==> config.mk <==
export PLATFORM = sky130hd
export DESIGN_NAME = ssdp_sqrt_cell
export DESIGN_NICKNAME = d
export VERILOG_FILES = /design/src/rtl/ssdp_pkg.sv /design/src/rtl/ssdp_sqrt_cell.sv
export SDC_FILE = /design/constraint.sdc
export NUM_CORES = 1
export LEC_CHECK = 0
export BUFFER_PORTS_ARGS = -buffer_cell sky130_fd_sc_hd__buf_4
export CAP_MARGIN = 10
export CORE_MARGIN = 2
export CORE_UTILIZATION = 40
export DETAILED_ROUTE_END_ITERATION = 8
export GPL_TIMING_DRIVEN = 1
export PLACE_DENSITY = 0.71
export SLEW_MARGIN = 30
export SYNTH_ARGS = -nofsm -noshare
export SYNTH_HDL_FRONTEND = slang
export SYNTH_SLANG_ARGS = --single-unit
export TNS_END_PERCENT = 100
==> constraint.sdc <==
create_clock -name clk_i -period 0.9 [get_ports clk_i]
set_clock_uncertainty 0.05 [all_clocks]
set_input_delay 0.045 -clock clk_i [delete_from_list [all_inputs] [get_ports clk_i]]
set_output_delay 0.045 -clock clk_i [all_outputs]
set_load 0.02 [all_outputs]
==> src/rtl/ssdp_pkg.sv <==
// Shared types and constants of the sphere signed distance core.
package ssdp_pkg;

  localparam int CENTER_BITS   = 24;
  localparam int RADIUS_BITS   = 23;
  localparam int COUNT_BITS    = 4;
  localparam int SLOT_BITS     = 3;
  localparam int LEVEL_BITS    = 26;
  localparam int MAG_BITS      = 27;
  localparam int SQ_BITS       = 53;
  localparam int SUM_BITS      = 54;
  localparam int ROOT_BITS     = 27;
  localparam int REM_BITS      = 29;
  localparam int CFG_IDX_BITS  = 3;
  localparam int CFG_DATA_BITS = 24;
  localparam int LEVEL_MAX     = 33554431;

  localparam logic [MAG_BITS-1:0] DIFF_CAP = MAG_BITS'(64'd1 << 26);

  typedef enum logic [CFG_IDX_BITS-1:0] {
    CFG_CENTER_X    = 3'd0,
    CFG_CENTER_Y    = 3'd1,
    CFG_CENTER_Z    = 3'd2,
    CFG_RADIUS      = 3'd3,
    CFG_IMAGE_COUNT = 3'd4
  } cfg_reg_e;

  typedef enum logic {
    FUNC_QUERY = 1'b0,
    FUNC_WRITE = 1'b1
  } func_e;

  typedef struct packed {
    logic signed [CENTER_BITS-1:0] center_x;
    logic signed [CENTER_BITS-1:0] center_y;
    logic signed [CENTER_BITS-1:0] center_z;
    logic [COUNT_BITS-1:0]         image_count;
  } cfg_t;

  typedef struct packed {
    logic                 valid;
    logic [SUM_BITS-1:0]  rad;
    logic [REM_BITS-1:0]  rem;
    logic [ROOT_BITS-1:0] root;
  } sqrt_t;

endpackage

==> src/rtl/ssdp_sqrt_cell.sv <==
// One root bit of the floor square root chain.
module ssdp_sqrt_cell import ssdp_pkg::*; (
  input  logic  clk_i,
  input  logic  rst_ni,
  input  logic  en_i,
  input  sqrt_t stage_i,
  output sqrt_t stage_o
);

  localparam int ShW = REM_BITS + 2;

  logic [ShW-1:0]       rem_sh;
  logic [ShW-1:0]       trial;
  logic                 take;
  logic                 valid_q;
  logic [SUM_BITS-1:0]  rad_q, rad_d;
  logic [REM_BITS-1:0]  rem_q, rem_d;
  logic [ROOT_BITS-1:0] root_q, root_d;

  always_comb begin
    rem_sh = {stage_i.rem, stage_i.rad[SUM_BITS-1 -: 2]};
    trial  = ShW'({stage_i.root, 2'b01});
    take   = (rem_sh >= trial);
    rad_d  = {stage_i.rad[SUM_BITS-3:0], 2'b00};
    rem_d  = take ? REM_BITS'(rem_sh - trial) : REM_BITS'(rem_sh);
    root_d = {stage_i.root[ROOT_BITS-2:0], take};
  end

  always_ff @(posedge clk_i or negedge rst_ni) begin
    if (!rst_ni) begin
      valid_q <= 1'b0;
    end else if (en_i) begin
      valid_q <= stage_i.valid;
    end
  end

  always_ff @(posedge clk_i) begin
    if (en_i) begin
      rad_q  <= rad_d;
      rem_q  <= rem_d;
      root_q <= root_d;
    end
  end

  assign stage_o = '{valid: valid_q, rad: rad_q, rem: rem_q, root: root_q};

`ifndef NO_ASSERTIONS
  assert property (@(posedge clk_i) disable iff (!rst_ni)
    valid_q |-> (rem_q <= REM_BITS'({root_q, 1'b0})))
    else $error("square root remainder exceeds twice the partial root");

  assert property (@(posedge clk_i) disable iff (!rst_ni)
    !en_i |=> $stable(valid_q))
    else $error("cell valid changed while the chain was held");

  assert property (@(posedge clk_i) disable iff (!rst_ni)
    (valid_q && !en_i) |=> ($stable(root_q) && $stable(rem_q)))
    else $error("cell data changed while the chain was held");
`endif

endmodule

==> summary.txt, run 1 <==
# port buffers -> 222
Top post-synthesis cells by area -> edfxtp_1 (62%), ha_1 (6.9%), a21oi_1 (4.0%)
Via/cell ratio -> 5.071
Critical path class -> input port to register
CTS max path bufs -> 2
Vias -> 5274
Yosys top cell area share -> 62.08%
RSZ-0062 raised after global routing -> true
Clk root buf -> clkbuf_16
# IOs -> 225
Die ar. -> 13990 µm²
Area leader, netlist -> edfxtp_1
Critical path data arrival time -> 2.44 ns
Die Wd -> 118.3 µm
First-pass DRT Iterations -> 4
Total GRT Usage -> 28.15%
Number of CTS-inserted buffers -> 9
Antenna cells -> 0
Rows -> 41
FF-to-FF End -> valid_q$_DFFE_PN0P_
WL/cell -> 20.39 µm
Post-Route WL -> 21210 µm
Fraction of registers with async set/reset -> 0.9174%
Reg2reg path depth -> 2
Layout cell share with drive strength beyond 1 -> 54.15%
Crit path capture type -> register
Leak Pwr -> 4.554 nW
Detail Route Antenna Nets -> 0
Failing checks -> negative hold slack, negative setup slack
Status -> complete, but fails checks
Critical Path Start Type -> input port
Power per Cell Area -> 1558 nW/µm²
Critical R2R Launch -> valid_q$_DFFE_PN0P_
Worst hold path depth -> 2
Largest net degree at the start of global routing -> 37
GP Congestion -> 0.8563
Setup violators final -> 140
Worst hold margin -> -0.03918 ns
Fmax -> 419.9 MHz
Slew Limit Fails -> 0
Gr ovfl total -> 0
Maximum capacitance violations -> 0
WP data required -> 0.96 ns
Number of synthesized flops with an enable pin -> 108
DRC Markers -> 0
H-tree levels -> 3
Cell Area, Synth -> 5224 µm²
Unique masters post-synth -> 49
Min cycle time layout -> 2.382 ns
Critical path fanouts, max -> 2
Hold violation total from the final report -> 4
Synthesized instance count -> 411
Fin crit share -> 264.6%
Seq cells post-synth -> 109
Synth warn -> 0
Nets -> 1006
Worst skew pair latency -> 0.36 ns
Core Region -> 12670 µm²
Worst min path class -> input port to register
Hpwl dp -> 11420 µm
Setup tns final -> -50.78 ns
Min-Delay Endpoint -> rem_q[9]$_DFFE_PP_
Worst IR Drop VDD -> 0.8602 mV
Synth-to-Final Area Change -> 100.1%
Avg Synthesized Cell Area -> 12.71 µm²
Number of global-route vias before repair -> 5459
Initial core utilization -> 41.23%
Die Height -> 118.3 µm
Final worst slack -> -1.482 ns
Pre-CTS setup slack -> -1.873 ns
First-pass GRT wire length -> 30130 µm
Initial DRC Count -> 320
Sequential share of the synthesized area -> 62.56%
Clock sinks -> 109
Clk pin slew, worst setup/hold paths -> 0.08 ns
Hold Path Origin -> stage_i[34]
R2R Setup Slk -> -0.07 ns
Antenna violations before repair -> 0
TritonCTS clock tree -> done
Synth Flop Type -> edfxtp_1
==> critical path, stage by stage <==
cell	delay [ns]
buf_4	0.10
inv_1	0.05
ha_1	0.32
a21oi_1	0.17
o21ai_0	0.20
o41ai_2	0.32
buf_4	0.18
or4b_4	0.48
buf_4	0.16
a31oi_4	0.13
xor2_1	0.19
a21oi_1	0.10
==> kinds of logic after synthesis <==
| logic type | share of synthesized area (%) |
|---|---|
| XOR/XNOR | 4.527 |
| multiplexers | 1.796 |
| other | 0.07179 |
| flip-flops | 62.56 |
| AND/OR/NAND/NOR | 7.497 |
| buffers and inverters | 4.431 |
| AO/OA/AOI/OAI | 12.17 |
| adder cells (fa/ha/maj) | 6.946 |
==> Yosys cell counts, types with 2 or more instances <==
cell type  number
edfxtp_1      108
a21oi_1        42
inv_1          35
nor2_1         35
ha_1           29
o21ai_0        20
nand2_1        18
xnor2_1        17
xor2_1         10
clkbuf_1        9
nand3_1         9
mux2_2          7
a21o_1          6
nor3_1          6
o21a_1          5
a211oi_1        4
buf_2           4
nand4_1         4
or3_1           4
a31oi_1         3
buf_4           3
o211ai_1        3
a21boi_0        2
a311oi_1        2
and3_1          2
==> worst max-delay path by stage <==
| stage | startpoint | endpoint | slack (ns) |
|---|---|---|---|
| CTS | stage_i[0] | rem_q[28]$_DFFE_PP_ | -1.44 |
| detailed placement | stage_i[0] | rem_q[28]$_DFFE_PP_ | -1.87 |
| floorplan | stage_i[0] | rem_q[28]$_DFFE_PP_ | -1.68 |
| finish | stage_i[17] | rem_q[26]$_DFFE_PP_ | -1.48 |
| global route | stage_i[17] | rem_q[26]$_DFFE_PP_ | -1.60 |
| global placement | stage_i[0] | rem_q[28]$_DFFE_PP_ | -1.83 |
==> state kept, by name (all words and copies together), names as in the netlist <==
| register | cells |
|---|---|
| rem_q | 29 |
| rad_q | 52 |
| valid_q | 1 |
| root_q | 27 |
==> placed cells by master (no fill, tap or decap), drive strengths merged, types with 2 or more instances in the layout <==
cell / count
nand3: 9
a31oi: 3
a21oi: 43
nand2: 18
a21o: 7
and3: 3
xor2: 10
or3: 4
a311oi: 3
a211oi: 4
o21a: 5
clkbuf: 10
o211ai: 3
mux2: 8
edfxtp: 108
nand4: 4
clkinvlp: 2
o21ai: 20
inv: 37
conb: 2
nor3: 6
nor2: 35
ha: 29
buf: 356
clkinv: 2
a21boi: 2
dlygate4sd3: 102
xnor2: 17
==> metrics by stage <==
step                      hold slack (ns)  util, %  instances  power, W  instance area, µm²
final                            -0.03918    82.51       1040   0.01629               10460
after global routing             -0.03734    82.51       1040   0.01683               10460
after global placement            -0.2282    62.93        894   0.01060                7974
after CTS                        -0.06153    78.83       1028   0.01559                9988
after detailed placement          -0.2280    62.93        894   0.01067                7974
after floorplan                   -0.3006        -        412  0.008596                5443
==> timing repair <==
action                                 4_1_cts  5_1_grt
cloned                                       2        0
endpoints found under the hold margin      103        6
setup endpoints to repair                  139      139
pin swaps                                   12       29
hold buffers                               100        2
resized for setup                          144       89
setup buffers                               16       18
==> per-layer routing <==
| layer | up-vias | track usage, % | part of all wire (%) |
|---|---|---|---|
| met4 | 0 | 9.187 | 3.1 |
| li1 | 2411 | - | - |
| met5 | - | 0 | 0 |
| met2 | 250 | 51.37 | 52 |
| met1 | 2570 | 32.00 | 37 |
| met3 | 43 | 7.046 | 7.6 |
==> area by class of cell <==
cell class / instances / area (µm²)
Timing Repair Buffer: 458 / 4254
Sequential cell: 109 / 3268
Multi-Input combinational cell: 250 / 2277
Fill cell: 623 / 2216
Clock buffer: 10 / 229.0
Tap cell: 172 / 215.2
Inverter: 35 / 156.4
Clock inverter: 6 / 55.05
==> power by group <==
part	total (W)	leakage [nW]	switching (W)	internal [W]
clock	0.00397	0.133	0.00204	0.00193
combinational	0.00579	3.35	0.00266	0.00313
sequential	0.00653	1.07	0.000289	0.00624
Note: power is estimated with default switching activity, not from simulation.
==> run 2, diff against run 1 <==
--- a/config.mk
+++ b/config.mk
@@ -9,9 +9,10 @@
 export CAP_MARGIN = 10
 export CORE_MARGIN = 2
 export CORE_UTILIZATION = 40
+export CTS_CLUSTER_DIAMETER = 80
 export DETAILED_ROUTE_END_ITERATION = 8
 export GPL_TIMING_DRIVEN = 1
-export PLACE_DENSITY = 0.71
+export PLACE_DENSITY = 0.74
 export SLEW_MARGIN = 30
 export SYNTH_ARGS = -nofsm -noshare
 export SYNTH_HDL_FRONTEND = slang
==> constraint.sdc (replaced) <==
create_clock -name clk_i -period 2 [get_ports clk_i]
set_clock_uncertainty 0.05 [all_clocks]
set_input_delay 0.1 -clock clk_i [delete_from_list [all_inputs] [get_ports clk_i]]
set_output_delay 0.1 -clock clk_i [all_outputs]
set_load 0.02 [all_outputs]
==> summary.txt, run 2 (same netlist as run 1, synthesis figures left out) <==
TritonCTS clock tree -> done
Leak Pwr -> 4.243 nW
Met2 Usage GRT -> 51.77%
Critical path data arrival time -> 2.51 ns
Status -> complete, but fails checks
CTS max path bufs -> 2
Critical path fanouts, max -> 2
Total GRT Usage -> 28.70%
Gr ovfl total -> 0
Power per Cell Area -> 722.3 nW/µm²
Hold violation total from the final report -> 0
H-tree levels -> 3
Failing checks -> negative setup slack
RSZ-0062 raised after global routing -> true
Fmax -> 409.4 MHz
Number of CTS-inserted buffers -> 9
Slew Limit Fails -> 0
Maximum capacitance violations -> 0
Largest reg by FF count -> rad_q
Number of flip-flops in the largest register -> 52
Post-Route WL -> 20360 µm
GP Congestion -> 0.8687
Initial DRC Count -> 337
M1 GR Usage -> 30.95%
WP data required -> 2.07 ns
# IOs -> 225
M3 GR Usage -> 8.542%
Clk pin slew, worst setup/hold paths -> 0.08 ns
Worst IR Drop VDD -> 0.3820 mV
Antenna cells -> 0
Detail Route Antenna Nets -> 0
Worst min path class -> input port to register
Setup violators final -> 30
WL/cell -> 20.26 µm
Hpwl dp -> 12010 µm
Post-DP Area -> 7916 µm²
Grt peak-use layer -> met2
Critical path class -> input port to register
Critical Path Start Type -> input port
Initial core utilization -> 41.23%
Layout cell share with drive strength beyond 1 -> 53.06%
# port buffers -> 222
Largest regs -> rad_q (52), rem_q (29), root_q (27)
Core Region -> 12670 µm²
Via/cell ratio -> 5.070
Tot Pwr -> 0.006986 W
Fin crit share -> 122.1%
Final worst slack -> -0.4425 ns
Crit path capture type -> register
Die ar. -> 13990 µm²
DRC Markers -> 0
Nets -> 972
Pre-CTS setup slack -> -0.8534 ns
Fill count -> 702
Number of global-route vias before repair -> 5420
Antenna violations before repair -> 0
Die Height -> 118.3 µm
Commonest non-fill, non-tap cell in the layout -> buf_4
Die Wd -> 118.3 µm
Vias -> 5095
First-pass GRT wire length -> 30360 µm
First-pass DRT Iterations -> 7
Synth-to-Final Area Change -> 85.15%
Rows -> 41
Worst skew pair latency -> 0.36 ns
Commonest non-fill, non-tap cells in the layout -> buf_4 (320), edfxtp_1 (108), dlygate4sd3_1 (82), inv_1 (29), a21oi_1 (28)
Final Util -> 76.33%
Min cycle time layout -> 2.442 ns
Design area -> 9672 µm²
Clk root buf -> clkbuf_16
Clock sinks -> 109
Largest net degree at the start of global routing -> 46
## run 2: changes by cell type in the layout (fill, tap and decap cells not counted), moves of 3 or more
cell / delta
buf_6: -107
buf_4: +95
dlygate4sd3_1: -20
nor2_4: -4
a21oi_1: +3
ha_1: +3
nor2_2: +3
## run 2: per-stage QoR
step	setup TNS [ns]	hold slack, ns	cells
after floorplan	-4.617	-0.2456	412
after global placement	-14.75	-0.1742	883
after detailed placement	-16.18	-0.1704	883
after CTS	-8.798	0.0009963	1001
after global routing	-11.72	0.008887	1005
final	-8.637	0.006790	1005
## run 2: layout make-up
cell class / count / area (µm²) / share of cell area, %
repair buffers: 424 / 3547 / 36.68
flip-flops and latches: 109 / 3268 / 33.79
multi-input cells: 250 / 2212 / 22.87
clock buffers: 9 / 225.2 / 2.329
well taps: 172 / 215.2 / 2.225
inverters: 35 / 156.4 / 1.617
clock inverters: 6 / 47.55 / 0.4916
## run 2: final timing paths
check                                         start             endpoint  slack, ns  cells after the start
worst max-delay path                     stage_i[0]  rem_q[28]$_DFFE_PP_      -0.44                     11
worst min-delay path                    stage_i[35]  rem_q[10]$_DFFE_PP_      0.007                      2
worst max register to register  valid_q$_DFFE_PN0P_  valid_q$_DFFE_PN0P_       1.17                      1
worst min register to register  valid_q$_DFFE_PN0P_  valid_q$_DFFE_PN0P_       0.51                      1
max in group asynchronous                    rst_ni  valid_q$_DFFE_PN0P_       1.77                      2
min in group asynchronous                    rst_ni  valid_q$_DFFE_PN0P_       0.05                      2
## run 2: layer usage
metal  part of all wire, %  vias up
met5                     0        -
met4                   3.7        0
met3                   7.5       50
met2                    52      237
met1                    37     2465
li1                      -     2343
## run 2: worst max-delay path: stages
cell and delay, ns:
buf_12 0.09, inv_12 0.03, ha_4 0.23, nor2b_4 0.13
o31a_1 0.27, o32a_4 0.39, o2bb2ai_4 0.14, or4b_4 0.54
a311oi_2 0.24, xnor2_1 0.09, mux2_4 0.26
## run 2: repair_timing
| action | 4_1_cts | 5_1_grt |
|---|---|---|
| buffers inserted | 18 | 7 |
| resized for setup | 59 | 43 |
| hold buffers | 82 | 0 |
| pin swaps | 13 | 16 |
| setup endpoints to repair | 28 | 30 |
| endpoints found under the hold margin | 82 | 0 |
| cloned | 3 | 0 |
## run 2: power breakdown
part           switching (W)  internal, W
Sequential         0.0000917      0.00280
Combinational        0.00116      0.00120
Clock               0.000874     0.000850
==> run 3, diff against run 2 <==
--- a/config.mk
+++ b/config.mk
@@ -13,6 +13,7 @@
 export DETAILED_ROUTE_END_ITERATION = 8
 export GPL_TIMING_DRIVEN = 1
 export PLACE_DENSITY = 0.74
+export RECOVER_POWER = 100
 export SLEW_MARGIN = 30
 export SYNTH_ARGS = -nofsm -noshare
 export SYNTH_HDL_FRONTEND = slang
==> summary.txt, run 3 (same netlist as run 1, synthesis figures left out) <==
TritonCTS clock tree -> done
Power per Cell Area -> 723.3 nW/µm²
Clk pin slew, worst setup/hold paths -> 0.08 ns
Failing checks -> max-capacitance violations, max-slew violations, negative setup slack
Crit path capture type -> register
Min-Delay Endpoint -> rem_q[10]$_DFFE_PP_
Number of global-route vias before repair -> 5420
Total GRT Usage -> 28.70%
Critical path data arrival time -> 2.51 ns
Critical path class -> input port to register
Rows -> 41
Maximum capacitance violations -> 1
Min cycle time layout -> 2.444 ns
Fill count -> 708
R2R Setup Slk -> 1.17 ns
Nets -> 972
CP max stage cell -> or4b_4
Final worst slack -> -0.4440 ns
Largest reg by FF count -> rad_q
Slew margin rel. -> -25.28%
Worst min path class -> input port to register
Final Util -> 76.21%
Antenna violations before repair -> 0
Clock sinks -> 109
Via/cell ratio -> 5.079
Setup violators final -> 30
# port buffers -> 222
Hold violation total from the final report -> 0
Commonest non-fill, non-tap cell in the layout -> buf_4
Worst hold path depth -> 2
Post-Route WL -> 20370 µm
WP depth -> 11
CP bufs+invs -> 2
CP cell instances -> buf_12, inv_12, ha_4, nor2b_4, o31a_1, o32a_4, o2bb2ai_4, or4b_4, a311oi_2, xnor2_1, mux2_4
Detail Route Antenna Nets -> 0
# IOs -> 225
Reg2reg path depth -> 1
FF-to-FF End -> valid_q$_DFFE_PN0P_
First-pass GRT wire length -> 30360 µm
Slew Limit Fails -> 31
RSZ-0062 raised after global routing -> true
CTS max path bufs -> 2
Largest regs -> rad_q (52), rem_q (29), root_q (27)
Fin crit share -> 122.2%
Die Wd -> 118.3 µm
Number of flip-flops in the largest register -> 52
Layout cell share with drive strength beyond 1 -> 52.70%
Critical path fanouts, max -> 2
Setup tns final -> -8.658 ns
WL/cell -> 20.27 µm
Worst skew pair latency -> 0.36 ns
Fmax -> 409.2 MHz
Initial DRC Count -> 338
Leak Pwr -> 4.229 nW
Hold Path Origin -> stage_i[35]
Initial core utilization -> 41.23%
Die Height -> 118.3 µm
CP delay by family, top -> compound AO/OA/AOI/OAI gates
Largest net degree at the start of global routing -> 46
Synth-to-Final Area Change -> 84.86%
Clk root buf -> clkbuf_16
GP Congestion -> 0.8687
Status -> complete, but fails checks
CP peak stage delay -> 0.54 ns
Hpwl dp -> 12010 µm
Core Region -> 12670 µm²
Least-Margin Pin Slew -> 1.879 ns
Vias -> 5104
Gr ovfl total -> 0
Antenna cells -> 0
Critical R2R Launch -> valid_q$_DFFE_PN0P_
DRC Markers -> 0
Die ar. -> 13990 µm²
Pre-CTS setup slack -> -0.8534 ns
Critical Path Start Type -> input port
Number of CTS-inserted buffers -> 9
H-tree levels -> 3
Commonest non-fill, non-tap cells in the layout -> buf_4 (311), edfxtp_1 (108), dlygate4sd3_1 (82), inv_1 (29), a21oi_1 (28)
WP data required -> 2.07 ns
First-pass DRT Iterations -> 7
Worst IR Drop VDD -> 0.3834 mV
run 3: where the power goes:
group	switching, W	internal (W)	total (W)	leakage (nW)
Clock	0.000871	0.000850	0.00172	0.127
Combinational	0.00117	0.00120	0.00237	3.03
Sequential	0.0000920	0.00280	0.00290	1.07
run 3: area by class of cell:
type / count / area, µm² / share of cell area, %
clock buffers: 9 / 225.2 / 2.332
flip-flops and latches: 109 / 3268 / 33.84
repair buffers: 424 / 3532 / 36.58
well taps: 172 / 215.2 / 2.229
clock inverters: 6 / 47.55 / 0.4924
inverters: 35 / 156.4 / 1.620
multi-input cells: 250 / 2212 / 22.91
run 3: worst max path at each step:
stage | startpoint | end | slack [ns]
floorplan | stage_i[0] | rem_q[28]$_DFFE_PP_ | -0.63
global placement | stage_i[0] | rem_q[28]$_DFFE_PP_ | -0.79
detailed placement | stage_i[0] | rem_q[28]$_DFFE_PP_ | -0.85
CTS | stage_i[0] | rem_q[28]$_DFFE_PP_ | -0.39
global route | stage_i[0] | rem_q[28]$_DFFE_PP_ | -0.51
finish | stage_i[0] | rem_q[28]$_DFFE_PP_ | -0.44
run 3: metal layers:
| metal | up-vias | global-route usage [%] | routed length, µm |
|---|---|---|---|
| li1 | 2344 | - | - |
| met1 | 2453 | 30.95 | 7406 |
| met2 | 255 | 51.77 | 10630 |
| met3 | 52 | 8.542 | 1569 |
| met4 | 0 | 12.50 | 760 |
| met5 | - | 0 | 0 |
run 3: through the flow:
stage               total power [W]  hold slack (ns)  instances  instance area, µm²
floorplan                  0.003868          -0.2456        412                5443
global placement           0.004754          -0.1742        883                7916
detailed placement         0.004797          -0.1704        883                7916
CTS                        0.006810        0.0009963       1001                9469
global route               0.007224         0.008887       1005                9657
finish                     0.006984         0.005537       1005                9657
run 3: timing repair:
item	4_1_cts	5_1_grt
gates resized for setup	59	43
endpoints found under the hold margin	82	0
hold buffers	82	0
pin swaps	13	16
gates cloned	3	0
buffers inserted	18	7
setup endpoints to repair	28	30
